[src/rtl/core/assert_macros.svh]
// Assertion macros shared by the RTL.
// No dependencies; included by the files that carry assertions.
`ifndef ASSERT_MACROS_SVH
`define ASSERT_MACROS_SVH

// Checked at every rising clock edge, masked while reset is asserted.
`define ASSERT_CLKD(label, clk, rst_n, prop, msg) \
	label: assert property (@(posedge clk) disable iff (!rst_n) (prop)) else $error(msg);

// Checked at every rising clock edge, also during reset.
`define ASSERT_ALWAYS(label, clk, prop, msg) \
	label: assert property (@(posedge clk) (prop)) else $error(msg);

`endif

[src/rtl/core/rfc_pkg.sv]
// Types and constants of the response frame checker.
// No dependencies; used by the verdict channel interface, decoder and top level.
package rfc_pkg;

	localparam logic [7:0] FRAME_DELIM  = 8'hC0;
	localparam logic [7:0] FRAME_ESCAPE = 8'hDB;
	localparam logic [7:0] ESC_DELIM    = 8'hDC;
	localparam logic [7:0] ESC_ESCAPE   = 8'hDD;
	localparam logic [7:0] DIR_RESPONSE = 8'h01;
	localparam logic [7:0] STATUS_OK    = 8'h00;
	localparam int unsigned MIN_LENGTH  = 10;
	localparam int unsigned LEN_W       = 7;

	typedef enum logic [2:0] {
		V_OK        = 3'd0,
		V_TIMEOUT   = 3'd1,
		V_SHORT     = 3'd2,
		V_DIRECTION = 3'd3,
		V_COMMAND   = 3'd4,
		V_STATUS    = 3'd5
	} verdict_t;

	typedef struct packed {
		verdict_t           verdict;
		logic [LEN_W-1:0]   frame_length;
		logic [7:0]         status_byte;
		logic [7:0]         error_byte;
	} result_t;

endpackage

[src/rtl/core/rfc_in_if.sv]
// Receive byte channel: valid/ready handshake with byte and timeout flag.
// No dependencies.
interface rfc_in_if;
	logic       valid;
	logic       ready;
	logic [7:0] rx_byte;
	logic       timed_out;

	modport source (output valid, output rx_byte, output timed_out, input ready);
	modport sink (input valid, input rx_byte, input timed_out, output ready);
endinterface

[src/rtl/core/rfc_out_if.sv]
// Verdict channel: valid/ready handshake with one verdict transaction per frame.
// Depends on rfc_pkg for the field width.
interface rfc_out_if;
	logic                     valid;
	logic                     ready;
	logic [2:0]               verdict;
	logic [rfc_pkg::LEN_W-1:0] frame_length;
	logic [7:0]               status_byte;
	logic [7:0]               error_byte;

	modport source (output valid, output verdict, output frame_length, output status_byte,
		output error_byte, input ready);
	modport sink (input valid, input verdict, input frame_length, input status_byte,
		input error_byte, output ready);
endinterface

[src/rtl/core/response_frame_checker_unit.sv]
// Response frame checker: SLIP reply decoder with one verdict per frame.
// An accepted byte passes the input register, the decoder and the result register to the result channel.
// Throughput: 1 byte per cycle, set by the single decode pass between the input
// register and the result register; stalls only while a verdict waits unread.
// Reset (arst_n, async low): hunting for delimiter, expected_command 0, channels empty.
// Depends on rfc_pkg, rfc_in_if, rfc_out_if, rfc_decoder and assert_macros.svh.
`include "assert_macros.svh"

module response_frame_checker_unit #(
	parameter int unsigned MAX_FRAME = 64
) (
	input  logic       clk,
	input  logic       arst_n,
	input  logic       cfg_we,
	input  logic [7:0] cfg_wdata,
	rfc_in_if.sink     rx,
	rfc_out_if.source  result
);
	import rfc_pkg::*;

	logic [7:0] expected_command_q;
	logic       valid_s1;
	logic [7:0] byte_s1;
	logic       tmo_s1;
	logic       adv;
	logic       step;
	logic       res_valid;
	result_t    res;
	logic       out_valid_q;
	result_t    out_q;

	// config register
	always_ff @(posedge clk or negedge arst_n) begin
		if (!arst_n) begin
			expected_command_q <= '0;
		end else if (cfg_we) begin
			expected_command_q <= cfg_wdata;
		end
	end

	assign adv      = !out_valid_q || result.ready;
	assign rx.ready = !valid_s1 || adv;
	assign step     = valid_s1 && adv;

	always_ff @(posedge clk or negedge arst_n) begin
		if (!arst_n) begin
			valid_s1 <= 1'b0;
		end else if (rx.ready) begin
			valid_s1 <= rx.valid;
		end
	end

	always_ff @(posedge clk) begin
		if (rx.ready && rx.valid) begin
			byte_s1 <= rx.rx_byte;
			tmo_s1  <= rx.timed_out;
		end
	end

	rfc_decoder #(
		.MAX_FRAME(MAX_FRAME)
	) u_decoder (
		.clk              (clk),
		.arst_n           (arst_n),
		.step             (step),
		.rx_byte          (byte_s1),
		.timed_out        (tmo_s1),
		.expected_command (expected_command_q),
		.res_valid        (res_valid),
		.res              (res)
	);

	always_ff @(posedge clk or negedge arst_n) begin
		if (!arst_n) begin
			out_valid_q <= 1'b0;
		end else if (adv) begin
			out_valid_q <= step && res_valid;
		end
	end

	always_ff @(posedge clk) begin
		if (step && res_valid) begin
			out_q <= res;
		end
	end

	assign result.valid        = out_valid_q;
	assign result.verdict      = out_q.verdict;
	assign result.frame_length = out_q.frame_length;
	assign result.status_byte  = out_q.status_byte;
	assign result.error_byte   = out_q.error_byte;

	`ASSERT_CLKD(a_tmo_verdict, clk, arst_n, step && tmo_s1 |=> result.valid && result.verdict == V_TIMEOUT, "timeout transaction did not yield a timeout verdict")
	`ASSERT_CLKD(a_tmo_fields, clk, arst_n, result.valid && result.verdict == V_TIMEOUT |-> result.frame_length == '0 && result.status_byte == '0 && result.error_byte == '0, "timeout verdict with nonzero fields")
	`ASSERT_CLKD(a_ok_status, clk, arst_n, result.valid && result.verdict == V_OK |-> result.status_byte == STATUS_OK, "ok verdict with failing status byte")

endmodule

[src/rtl/core/rfc_decoder.sv]
// SLIP frame state and per-byte decode/check logic.
// Depends on rfc_pkg.
module rfc_decoder #(
	parameter int unsigned MAX_FRAME = 64
) (
	input  logic             clk,
	input  logic             arst_n,
	input  logic             step,
	input  logic [7:0]       rx_byte,
	input  logic             timed_out,
	input  logic [7:0]       expected_command,
	output logic             res_valid,
	output rfc_pkg::result_t res
);
	import rfc_pkg::*;

	localparam int unsigned CNT_W = $clog2(MAX_FRAME + 1);

	logic             in_frame_q, esc_q;
	logic [CNT_W-1:0] cnt_q;
	logic [7:0]       dir_q, cmd_q, prev_q, lat_q;

	logic             n_in, n_esc;
	logic [CNT_W-1:0] n_cnt;
	logic [7:0]       n_dir, n_cmd, n_prev, n_lat;
	logic             do_store, finish;
	logic [7:0]       sb;

	always_comb begin
		n_in     = in_frame_q;
		n_esc    = esc_q;
		n_cnt    = cnt_q;
		n_dir    = dir_q;
		n_cmd    = cmd_q;
		n_prev   = prev_q;
		n_lat    = lat_q;
		do_store = 1'b0;
		finish   = 1'b0;
		sb       = rx_byte;
		res_valid = 1'b0;
		res.verdict      = V_OK;
		res.frame_length = '0;
		res.status_byte  = '0;
		res.error_byte   = '0;

		if (step) begin
			if (timed_out) begin
				res_valid   = 1'b1;
				res.verdict = V_TIMEOUT;
				n_in   = 1'b0;
				n_esc  = 1'b0;
				n_cnt  = '0;
				n_dir  = '0;
				n_cmd  = '0;
				n_prev = '0;
				n_lat  = '0;
			end else if (!in_frame_q) begin
				if (rx_byte == FRAME_DELIM) begin
					n_in   = 1'b1;
					n_esc  = 1'b0;
					n_cnt  = '0;
					n_dir  = '0;
					n_cmd  = '0;
					n_prev = '0;
					n_lat  = '0;
				end
			end else if (esc_q) begin
				n_esc    = 1'b0;
				do_store = 1'b1;
				case (rx_byte)
					ESC_DELIM:  sb = FRAME_DELIM;
					ESC_ESCAPE: sb = FRAME_ESCAPE;
					default:    sb = rx_byte;
				endcase
			end else if (rx_byte == FRAME_ESCAPE) begin
				n_esc = 1'b1;
			end else if (rx_byte == FRAME_DELIM) begin
				finish = 1'b1;
			end else begin
				do_store = 1'b1;
			end
		end

		if (do_store) begin
			if (cnt_q == '0) begin
				n_dir = sb;
			end else if (cnt_q == CNT_W'(1)) begin
				n_cmd = sb;
			end
			n_prev = lat_q;
			n_lat  = sb;
			n_cnt  = cnt_q + CNT_W'(1);
			if (n_cnt >= CNT_W'(MAX_FRAME)) begin
				finish = 1'b1;
			end
		end

		if (finish) begin
			res_valid = 1'b1;
			if (n_cnt < CNT_W'(MIN_LENGTH)) begin
				res.verdict = V_SHORT;
			end else if (n_dir != DIR_RESPONSE) begin
				res.verdict = V_DIRECTION;
			end else if (n_cmd != expected_command) begin
				res.verdict = V_COMMAND;
			end else if (n_prev != STATUS_OK) begin
				res.verdict = V_STATUS;
			end else begin
				res.verdict = V_OK;
			end
			res.frame_length = LEN_W'({{LEN_W{1'b0}}, n_cnt});
			res.status_byte  = n_prev;
			res.error_byte   = n_lat;
			n_in   = 1'b0;
			n_esc  = 1'b0;
			n_cnt  = '0;
			n_dir  = '0;
			n_cmd  = '0;
			n_prev = '0;
			n_lat  = '0;
		end
	end

	always_ff @(posedge clk or negedge arst_n) begin
		if (!arst_n) begin
			in_frame_q <= 1'b0;
			esc_q      <= 1'b0;
			cnt_q      <= '0;
			dir_q      <= '0;
			cmd_q      <= '0;
			prev_q     <= '0;
			lat_q      <= '0;
		end else begin
			in_frame_q <= n_in;
			esc_q      <= n_esc;
			cnt_q      <= n_cnt;
			dir_q      <= n_dir;
			cmd_q      <= n_cmd;
			prev_q     <= n_prev;
			lat_q      <= n_lat;
		end
	end

endmodule
[src/flat_wrapper.sv]
// flat-port wrapper written by rule: the top's interface ports become plain ports
module response_frame_checker_unit_flat import rfc_pkg::*;
#(
	parameter int unsigned MAX_FRAME = 64
)
  (clk, arst_n, cfg_we, cfg_wdata, rx_valid, rx_rx_byte, rx_timed_out, rx_ready, result_valid, result_verdict, result_frame_length, result_status_byte, result_error_byte, result_ready);
  rfc_in_if rx_i ();
  rfc_out_if result_i ();
  input  logic clk;
  input  logic arst_n;
  input  logic cfg_we;
  input  logic [7:0] cfg_wdata;
  input wire logic [$bits(rx_i.valid)-1:0] rx_valid;
  input wire logic [$bits(rx_i.rx_byte)-1:0] rx_rx_byte;
  input wire logic [$bits(rx_i.timed_out)-1:0] rx_timed_out;
  output wire logic [$bits(rx_i.ready)-1:0] rx_ready;
  output wire logic [$bits(result_i.valid)-1:0] result_valid;
  output wire logic [$bits(result_i.verdict)-1:0] result_verdict;
  output wire logic [$bits(result_i.frame_length)-1:0] result_frame_length;
  output wire logic [$bits(result_i.status_byte)-1:0] result_status_byte;
  output wire logic [$bits(result_i.error_byte)-1:0] result_error_byte;
  input wire logic [$bits(result_i.ready)-1:0] result_ready;
  assign rx_i.valid = rx_valid;
  assign rx_i.rx_byte = rx_rx_byte;
  assign rx_i.timed_out = rx_timed_out;
  assign rx_ready = rx_i.ready;
  assign result_valid = result_i.valid;
  assign result_verdict = result_i.verdict;
  assign result_frame_length = result_i.frame_length;
  assign result_status_byte = result_i.status_byte;
  assign result_error_byte = result_i.error_byte;
  assign result_i.ready = result_ready;
  response_frame_checker_unit #(.MAX_FRAME(MAX_FRAME)) u_core (.clk(clk), .arst_n(arst_n), .cfg_we(cfg_we), .cfg_wdata(cfg_wdata), .rx(rx_i), .result(result_i));
endmodule
[config.mk]
export PLATFORM = sky130hd
export DESIGN_NAME = response_frame_checker_unit_flat
export DESIGN_NICKNAME = d
export VERILOG_FILES = /design/src/rtl/core/rfc_pkg.sv /design/src/rtl/core/rfc_in_if.sv /design/src/rtl/core/rfc_out_if.sv /design/src/rtl/core/response_frame_checker_unit.sv /design/src/rtl/core/rfc_decoder.sv /design/src/flat_wrapper.sv
export VERILOG_INCLUDE_DIRS = /design/src /design/src/rtl/core
export SDC_FILE = /design/constraint.sdc
export NUM_CORES = 1
export LEC_CHECK = 0
export ABC_CLOCK_PERIOD_IN_PS = 6500
export BUFFER_PORTS_ARGS = -buffer_cell sky130_fd_sc_hd__buf_4
export CAP_MARGIN = 40
export CORE_MARGIN = 2
export CORE_UTILIZATION = 35
export DETAILED_ROUTE_END_ITERATION = 7
export PLACE_DENSITY = 0.55
export REMOVE_ABC_BUFFERS = 1
export SLEW_MARGIN = 20
export SYNTH_ARGS = -nofsm -noshare
export SYNTH_HDL_FRONTEND = slang
export SYNTH_SLANG_ARGS = --single-unit
[constraint.sdc]
create_clock -name clk -period 6.5 [get_ports clk]
set_input_delay 0.325 -clock clk [delete_from_list [all_inputs] [get_ports clk]]
set_output_delay 0.325 -clock clk [all_outputs]
set_load 0.005 [all_outputs]
* Yosys cells after proc, flatten, opt, wreduce, memory -nomap -nowiden *
Index checks and enable logic that the tools add are counted.

operators by class
  multiply operators = 0
  add/sub/neg operators = 1
  reductions and logical operators = 12
  shift-type cells = 0
  eq/ne operators = 7
  divide/modulo/power cells = 0
  multiplexer cells = 73
  bitwise gates (word level) = 0
  magnitude comparators = 2

operator list
  cell                                                                     count
  8-bit two-way mux                                                        31
  7-bit two-way mux                                                        6
  8-bit equality test, second input constant                               4
  1-bit two-way mux                                                        30
  26-bit two-way mux                                                       1
  8-bit case mux with 2 select lines                                       1
  3-bit two-way mux                                                        4
  8-bit by 1-bit inequality test with 1-bit output, second input constant  1
  8-bit inequality test                                                    1
  8-bit nonzero test                                                       1
  7-bit by 1-bit adder with 7-bit output, second input constant            1
  7-bit by 1-bit equality test with 1-bit output, second input constant    1
  7-bit >= comparator, second input constant                               1
  7-bit zero test                                                          1
  7-bit by 4-bit < comparator with 1-bit output, second input constant     1
  4-bit nonzero test                                                       1
  1-bit logical AND                                                        3
  1-bit zero test                                                          2
  1-bit logical OR                                                         2
  2-bit AND reduction                                                      1
  2-bit nonzero test                                                       1

storage, ports and cells
  logic and storage cells = 111
  memory bits (read-only) = 0
  input port bits = 22
  output and inout bits = 28
  register bits = 86
  memories = 0
  bits in latches = 0
  RAM bits = 0

* Longest topological paths before layout *
Gate-level depths: netlist of run 1.

  depth after elaboration = 14
  mapped depth = 10

* Hierarchy *
A second synthesis of run 1 with hierarchy kept.

second synthesis, totals
  cell total of the unflattened synthesis = 371
  area, all modules = 4066.4 µm²

modules (own cells, without submodules)
  module                       cells each  area each (µm²)  instances  seq. area each (µm²)
  rfc_decoder                  309         2587.5           1          1026.0
  response_frame_checker_unit  62          1478.9           1          1301.2

* Worst setup path after synthesis of run 1 *
OpenSTA, ideal clock, no wires.

  path type = reg2reg
  start = register u_core.byte_s1[4]
  end = register u_core.out_q (netlist bit u_core.result.verdict[2]) (data pin)
  library setup time = 0.257 ns
  path buffers = 2
  setup slack = 3.891 ns
  data required time = 6.243 ns
  arrival time = 2.352 ns
  cell stages (with the launch flop) = 10
  path through = edfxtp_1 or4_4 a211oi_4 or2_1 buf_6 nor4_2 buf_6 a2111oi_4 o21ai_1 o2111a_1

between the ends
  longest elaborated chain between the ends = 14

ends and longest elaborated chain
  element                                                                         RTL line                                                 RTL
  start, declared                                                                 response_frame_checker_unit.sv:23                        logic [7:0] byte_s1;
  start signal, assigned                                                          response_frame_checker_unit.sv:55                        byte_s1 <= rx.rx_byte;
  8-bit equality test (on tied branches)                                          rfc_decoder.sv:70, rfc_decoder.sv:58, rfc_decoder.sv:77
  8-bit case mux with 2 select lines / 1-bit two-way mux (equally long branches)  rfc_decoder.sv:70, rfc_decoder.sv:77
  8-bit two-way mux / 1-bit two-way mux (equally long branches)                   rfc_decoder.sv:67, rfc_decoder.sv:75
  8-bit two-way mux / 1-bit two-way mux (equally long branches)                   rfc_decoder.sv:57, rfc_decoder.sv:67
  8-bit two-way mux / 1-bit two-way mux (equally long branches)                   rfc_decoder.sv:47, rfc_decoder.sv:57
  8-bit two-way mux / 1-bit two-way mux (equally long branches)                   rfc_decoder.sv:46, rfc_decoder.sv:47
  8-bit two-way mux / 1-bit two-way mux (equally long branches)                   rfc_decoder.sv:87, rfc_decoder.sv:46
  8-bit two-way mux (on tied branches)                                            rfc_decoder.sv:85, rfc_decoder.sv:84
  8-bit two-way mux / 8-bit nonzero test (equally long branches)                  rfc_decoder.sv:84, rfc_decoder.sv:106
  8-bit inequality test / 3-bit two-way mux (equally long branches)               rfc_decoder.sv:104, rfc_decoder.sv:106
  3-bit two-way mux                                                               rfc_decoder.sv:104                                       end else if (n_cmd != expected_command) begin
  3-bit two-way mux                                                               rfc_decoder.sv:102                                       end else if (n_dir != DIR_RESPONSE) begin
  3-bit two-way mux                                                               rfc_decoder.sv:100                                       if (n_cnt < CNT_W'(MIN_LENGTH)) begin
  26-bit two-way mux *                                                            rfc_decoder.sv:98                                        if (finish) begin
  end signal, assigned                                                            response_frame_checker_unit.sv:83                        out_q <= res;
  end, declared                                                                   response_frame_checker_unit.sv:30                        result_t out_q;

Mark *: on every way between the ends. The rest lies on a longest branch, timed or not.
A chain may end at the register's enable or synchronous reset.

* Worst setup path after layout of run 1 *
  start = register u_core.out_valid_q, in the netlist u_core.result.valid
  end = register u_core.out_q (netlist bit u_core.result.verdict[2]) (data pin)

between the ends
  longest elaborated chain between the ends = 12

ends and longest elaborated chain
  element                 RTL line                           RTL
  start, declared         response_frame_checker_unit.sv:29  logic out_valid_q;
  start signal, assigned  response_frame_checker_unit.sv:77  out_valid_q <= step && res_valid;
  1-bit zero test *       response_frame_checker_unit.sv:41  assign adv = !out_valid_q || result.ready;
  1-bit logical OR *      response_frame_checker_unit.sv:41
  1-bit logical AND *     response_frame_checker_unit.sv:43  assign step = valid_s1 && adv;
  8-bit two-way mux       rfc_decoder.sv:46                  if (step) begin
  8-bit two-way mux       rfc_decoder.sv:87                  end else if (cnt_q == CNT_W'(1)) begin
  8-bit two-way mux       rfc_decoder.sv:85                  if (cnt_q == '0) begin
  8-bit two-way mux       rfc_decoder.sv:84                  if (do_store) begin
  8-bit inequality test   rfc_decoder.sv:104
  3-bit two-way mux       rfc_decoder.sv:104
  3-bit two-way mux       rfc_decoder.sv:102
  3-bit two-way mux       rfc_decoder.sv:100
  26-bit two-way mux *    rfc_decoder.sv:98

Marked as above.

==> impl_metrics.env, run 1 <==
export IMPL_status="finished, final reports clean"
export IMPL_internal_power_w=0.000920
export IMPL_switching_power_w=0.000282
export IMPL_cp_required_ns=6.60
export IMPL_slew_violations=0
export IMPL_crit_start="u_core.result.valid"
export IMPL_worstPathArrival_ns=3.25
export IMPL_layout_min_cycle_time_ns=3.14
export IMPL_timing_setup_tns_ns=0
export IMPL_io_buffers=49
export IMPL_synth_flop_cell="dfrtp_1"
export IMPL_fin_crit_sh_pct=48.4
export IMPL_cts_sinks=86
export IMPL_tritoncts="built"
export IMPL_criticalPathCategory="flip-flop to flip-flop"
export IMPL_insertion_delay_ns=0.35
export IMPL_vdd_drop_max_uv=133
export IMPL_path_cells="nand2b_1 > nand4b_1 > or2_1 > nor4_2 > nor4b_1 > o21ai_1 > o2111a_1"
export IMPL_r2r_slack_ns=3.36
export IMPL_crit_path_end_kind="flip-flop"
export IMPL_hold_viol=0
export IMPL_hp_class="input pin to async pin"
export IMPL_clkPwrFrac_pct=42.4
export IMPL_area_growth_pct=19.7
export IMPL_synth_edf_count=35
export IMPL_synth_cells=391
export IMPL_power_total_w=0.00120
export IMPL_crit_family="simple AND/OR/NAND/NOR gates"
export IMPL_cpPeakStageDelay_ns=0.66
export IMPL_cts_buffers=9
export IMPL_ys_async_sr_fraction_pct=59.3
export IMPL_ant_nets=0
export IMPL_htreeDepth=3
export IMPL_syn_avg_cell_area_um2=10.6
export IMPL_drive_gt1_share_pct=17.6
export IMPL_slowest_stage="nor4_2"
export IMPL_ctsLongestPathBuffers=2
export IMPL_timing_rr_end="u_core.result.verdict[2]"
export IMPL_switching_share_pct=23.5
export IMPL_coreArea_um2=11500
export IMPL_antenna_found_initial=0
export IMPL_setup_viol=0
export IMPL_power_density_nw_per_um2=242
export IMPL_ys_ff_latch=86
export IMPL_skew_ns=0.00524
export IMPL_initial_utilization_pct=36.1
export IMPL_cellLeakagePower_nw=2.05
export IMPL_vias_per_cell=5.48
export IMPL_place_congestion=0.894
export IMPL_via_count=3209
export IMPL_io_pins=50
export IMPL_finalNetCount=463
export IMPL_crit_path_end="u_core.result.verdict[2]"
export IMPL_routed_wl_um=9840
export IMPL_dr_pass1_iters=5
export IMPL_clk_pin_slew_worst_paths_ns=0.06
export IMPL_cts_hold_fix_buffers=0
export IMPL_rsz0062_at_grt="no"
export IMPL_synth_cell_type_count=53
export IMPL_ctsResizeCount=0
export IMPL_combPwrFrac_pct=7.4
export IMPL_num_rows=39
export IMPL_wl_per_cell_um=16.8
export IMPL_fp_dieW_um=113
export IMPL_grt_pass1_vias=3159
export IMPL_n_antenna_cell=0
export IMPL_grt_overflow_total=0
export IMPL_yosysWarnings=0
export IMPL_cp_depth=7
export IMPL_remaining_drc_errors=0
export IMPL_r2r_start="u_core.result.valid"
export IMPL_place_detailed_hpwl_um=6920
export IMPL_post_cts_buffers=0
export IMPL_grt_usage_pct=16.1
export IMPL_path_max_fanout=13
export IMPL_grt_pass1_wl_um=16100
export IMPL_fmax_mhz=318
export IMPL_seq_area_frac_synth_pct=56.2
export IMPL_seqPwrFrac_pct=50.2
export IMPL_synth_area_um2=4140
export IMPL_slew_limit_headroom_pct=49.7
export IMPL_path_buf_inv=0
export IMPL_start_kind="flip-flop"
export IMPL_worst_pin_slew_ns=0.750
export IMPL_grt_max_degree=52
export IMPL_drtIter0Drc=133
export IMPL_cap_violations=0
export IMPL_reg2reg_depth=7
export IMPL_dieArea_um2=12700
export IMPL_cts_root_buffer="clkbuf_16"
export IMPL_die_y_um=113
-- how the worst min path moves through the flow --
| stage | endpoint | slack (ns) | cells after the start |
|---|---|---|---|
| 4_1_cts | u_core.u_decoder.lat_q[1] | 0.03 | 1 |
| 3_5_place_dp | u_core.u_decoder.prev_q[7] | 0.40 | 1 |
| 6_report | u_core.u_decoder.prev_q[7] | 0.002 | 1 |
| 2_1_floorplan | u_core.expected_command_q[0] | 0.03 | 0 |
| 3_3_place_gp | u_core.u_decoder.cnt_q[1] | 0.40 | 1 |
| 5_1_grt | u_core.u_decoder.cnt_q[0] | 0.07 | 1 |
-- Yosys cell counts (all sizes together), types with 2 or more instances --
library cell  count  area [µm²]
dfrtp            51        1280
nor2             43         164
edfxtp           35        1050
nand2            33         124
and2             30         188
o21ai            19        95.1
a21oi            16        80.1
a22oi            14         105
clkbuf           14        53.8
a22o             13         114
inv              11        41.3
nor4             11        75.1
nand3            10        50.1
nor3              8        40.0
nand4             7        43.8
nand2b            6        37.5
a31oi             5        31.3
buf               5        37.5
nor2b             5        31.3
mux2i             4        40.0
nor4b             4        35.0
o22ai             4        25.0
ha                3        37.5
o21a              3        22.5
or3               3        18.8
or4               3        26.3
xor2              3        26.3
a211oi            2        27.5
a21o              2        15.0
a221oi            2        17.5
and3              2        12.5
and4              2        17.5
mux2              2        22.5
nand4b            2        17.5
nor4bb            2        20.0
or2               2        12.5
xnor2             2        17.5
-- power groups by stage --
stage	registers [W]	clock network [W]	logic (W)
floorplan	0.000609	0	0.0000400
global placement	0.000612	0	0.0000860
detailed placement	0.000613	0	0.0000904
CTS	0.000603	0.000520	0.0000909
global route	0.000605	0.000541	0.0000994
finish	0.000603	0.000509	0.0000893
-- state kept, by name, summed over array words and instances (netlist names) --
name,count
u_core.result.verdict,3
u_core.u_decoder.cnt_q,7
u_core.u_decoder.prev_q,8
u_core.u_decoder.cmd_q,8
u_core.result.frame_length,7
u_core.tmo_s1,1
u_core.valid_s1,1
u_core.u_decoder.in_frame_q,1
u_core.result.error_byte,8
u_core.u_decoder.esc_q,1
u_core.result.valid,1
u_core.byte_s1,8
u_core.result.status_byte,8
u_core.u_decoder.lat_q,8
u_core.expected_command_q,8
u_core.u_decoder.dir_q,8
-- metrics by stage --
stage | cell area [µm²] | hold slack [ns] | std cells | utilization [%] | worst slack, ns
2_1_floorplan | 4050 | 0.0294 | 372 | - | 2.74
3_3_place_gp | 4620 | 0.396 | 566 | 40.3 | 3.17
3_5_place_dp | 4660 | 0.402 | 569 | 40.6 | 3.33
4_1_cts | 4950 | 0.0282 | 585 | 43.2 | 3.38
5_1_grt | 4960 | 0.0675 | 586 | 43.3 | 3.14
6_report | 4960 | 0.00166 | 586 | 43.3 | 3.36
-- kinds of logic (layout without fill, tap and decap cells) --
group,Yosys count,in the layout,share of synthesized area [%]
buf+inv,30,82,3.20
fa+ha+maj,3,3,0.906
xor+xnor,5,5,1.06
compound gates,86,86,14.7
simple gates,175,175,22.5
flops,86,86,56.2
mux,6,6,1.51
-- routing by layer --
metal / vias up / track usage, % / share of wire, %
li1: 1525 / - / -
met1: 1537 / 21.9 / 46
met2: 127 / 24.2 / 45
met3: 20 / 3.75 / 5.8
met4: 0 / 7.80 / 2.6
met5: - / 0 / 0
-- layout by cell type, fill, tap and decap left out, drive strengths merged, types with 3 or more instances in the layout --
cell type,n
nand2b,6
a22o,13
a31oi,5
clkbuf,10
edfxtp,35
nor4b,4
dfrtp,51
o21ai,19
clkinvlp,4
inv,11
a21oi,16
or3,3
nor2,43
nand2,33
mux2i,4
nand3,10
ha,3
xor2,3
nand4,7
and2,30
nor3,8
o22ai,4
or4,3
nor4,11
buf,55
o21a,3
nor2b,5
a22oi,14
-- worst register-to-register path, delay by kind of cell (launching register included) --
kind             cells  cell delay [ns]
AO/OA/AOI/OAI        2             0.39
flip-flops           1             0.38
AND/OR/NAND/NOR      5             2.13
-- layout make-up --
type,count,area [µm²]
Clock inverter,6,63.8
Timing Repair Buffer,55,434
Multi-Input combinational cell,275,1690
Tap cell,143,179
Fill cell,1074,6510
Clock buffer,10,229
Sequential cell,86,2330
Inverter,11,41.3
No activity file was read; power rests on OpenSTA's default activity.
==> inputs of run 2 (changes only) <==
- ABC_CLOCK_PERIOD_IN_PS: 6500 -> 3000
- clock period: 6.5 -> 3 ns (I/O delays scaled with it)
==> impl_metrics.env, run 2 (same netlist as run 1, synthesis figures left out) <==
export IMPL_status="finished, final reports clean"
export IMPL_dp_slack_ns=0.416
export IMPL_path_max_fanout=10
export IMPL_remaining_drc_errors=0
export IMPL_hold_end="u_core.expected_command_q[7]"
export IMPL_wl_met2_um=4420
export IMPL_htreeDepth=3
export IMPL_min_from="cfg_wdata[7]"
export IMPL_tritoncts="built"
export IMPL_postLayoutCellArea_um2=5190
export IMPL_finalNetCount=486
export IMPL_io_buffers=49
export IMPL_cap_violations=0
export IMPL_multiInputGateArea_um2=1690
export IMPL_r2r_slack_ns=0.41
export IMPL_wl_per_cell_um=16.1
export IMPL_skew_ns=0.00530
export IMPL_ant_nets=0
export IMPL_grt_pass1_vias=3166
export IMPL_grt_overflow_total=0
export IMPL_crit_path_end_kind="flip-flop"
export IMPL_rsz0062_at_grt="no"
export IMPL_start_kind="flip-flop"
export IMPL_drive_gt1_share_pct=19.3
export IMPL_initial_utilization_pct=36.1
export IMPL_clk_pin_slew_worst_paths_ns=0.06
export IMPL_final_common_cell="buf_4"
export IMPL_placed_area_um2=4730
export IMPL_insertion_delay_ns=0.35
export IMPL_cts_sinks=86
export IMPL_timing_setup_tns_ns=0
export IMPL_fmax_mhz=386
export IMPL_fin_crit_sh_pct=86.2
export IMPL_most_common_layout_cells="66 x buf_4, 51 x dfrtp_1, 42 x nor2_1"
export IMPL_dieArea_um2=12700
export IMPL_nFillCells=1054
export IMPL_area_growth_pct=25.2
export IMPL_reg2reg_depth=8
export IMPL_die_y_um=113
export IMPL_cts_root_buffer="clkbuf_16"
export IMPL_cellLeakagePower_nw=2.17
export IMPL_grt_max_degree=52
export IMPL_dp_cells=581
export IMPL_vdd_drop_max_uv=348
export IMPL_grt_pass1_wl_um=16400
export IMPL_post_cts_buffers=0
export IMPL_slew_limit_headroom_pct=56.1
export IMPL_slew_violations=0
export IMPL_place_detailed_hpwl_um=6850
export IMPL_drtIter0Drc=149
export IMPL_coreArea_um2=11500
export IMPL_worstHoldPathCells=3
export IMPL_setup_viol=0
export IMPL_wl_met3_um=491
export IMPL_n_antenna_cell=0
export IMPL_regArea_um2=2330
export IMPL_worstPathArrival_ns=2.69
export IMPL_met1_length_um=4710
export IMPL_ctsLongestPathBuffers=2
export IMPL_routed_wl_um=9830
export IMPL_io_pins=50
export IMPL_cp_required_ns=3.10
export IMPL_hp_class="input pin to flip-flop"
export IMPL_worst_pin_slew_ns=0.658
export IMPL_dr_pass1_iters=4
export IMPL_via_count=3232
export IMPL_highest_layer="met4"
export IMPL_timing_final_ws_setup_ns=0.413
export IMPL_power_total_w=0.00278
export IMPL_r2r_start="u_core.byte_s1[0]"
export IMPL_place_congestion=0.881
export IMPL_num_rows=39
export IMPL_grt_usage_pct=16.4
export IMPL_power_density_nw_per_um2=535
export IMPL_vias_per_cell=5.31
export IMPL_antenna_found_initial=0
export IMPL_criticalPathCategory="flip-flop to flip-flop"
export IMPL_hold_viol=0
export IMPL_layout_min_cycle_time_ns=2.59
export IMPL_timing_rr_end="u_core.result.verdict[2]"
export IMPL_final_cells=609
export IMPL_fp_dieW_um=113
export IMPL_cts_buffers=9
run 2: repair_timing:
item	in CTS	in global routing
resized for setup	0	0
hold endpoints to repair	62	0
hold buffers	12	0
run 2: worst max-delay path, cell delays in order, from the launching register on:
cell and delay (ns):
edfxtp_1 0.51, or4_4 0.57, a211oi_4 0.21, or2_1 0.16, nor4_2 0.06, buf_4 0.19, a2111oi_4 0.26, o21ai_1 0.13
o2111a_1 0.24
run 2: worst max-delay path by stage:
stage	cells after the start	slack [ns]	to	from
detailed placement	8	0.42	u_core.result.verdict[2]	u_core.byte_s1[0]
floorplan	6	-0.76	u_core.result.error_byte[0]	u_core.result.valid
CTS	8	0.41	u_core.result.verdict[2]	u_core.byte_s1[0]
global placement	8	0.47	u_core.result.verdict[2]	u_core.byte_s1[0]
global route	9	0.30	u_core.result.error_byte[1]	u_core.byte_s1[4]
finish	8	0.41	u_core.result.verdict[2]	u_core.byte_s1[0]
run 2: report_power, final:
group          total, W  internal (W)  switching [W]
Combinational  0.000217     0.0000956       0.000122
Clock           0.00126      0.000811       0.000450
Sequential      0.00130       0.00127      0.0000288
Total           0.00278       0.00218       0.000601
run 2: layout make-up:
cell class	instances	area share [%]
Timing Repair Buffer	78	11.9
Clock buffer	10	4.41
Inverter	11	0.796
Multi-Input combinational cell	275	32.5
Sequential cell	86	44.9
Clock inverter	6	2.12
Tap cell	143	3.45
run 2: metrics by stage:
step | hold slack (ns) | util, %
floorplan | -0.146 | -
global placement | 0.232 | 41.2
detailed placement | 0.227 | 41.2
CTS | 0.00129 | 45.2
global route | 0.0140 | 45.2
finish | 0.00474 | 45.2
run 2: layer usage:
layer / vias to the layer above / global-route usage, %
met5: - / 0
met4: 0 / 8.21
met3: 16 / 3.54
met2: 83 / 24.9
met1: 1566 / 22.3
li1: 1567 / -
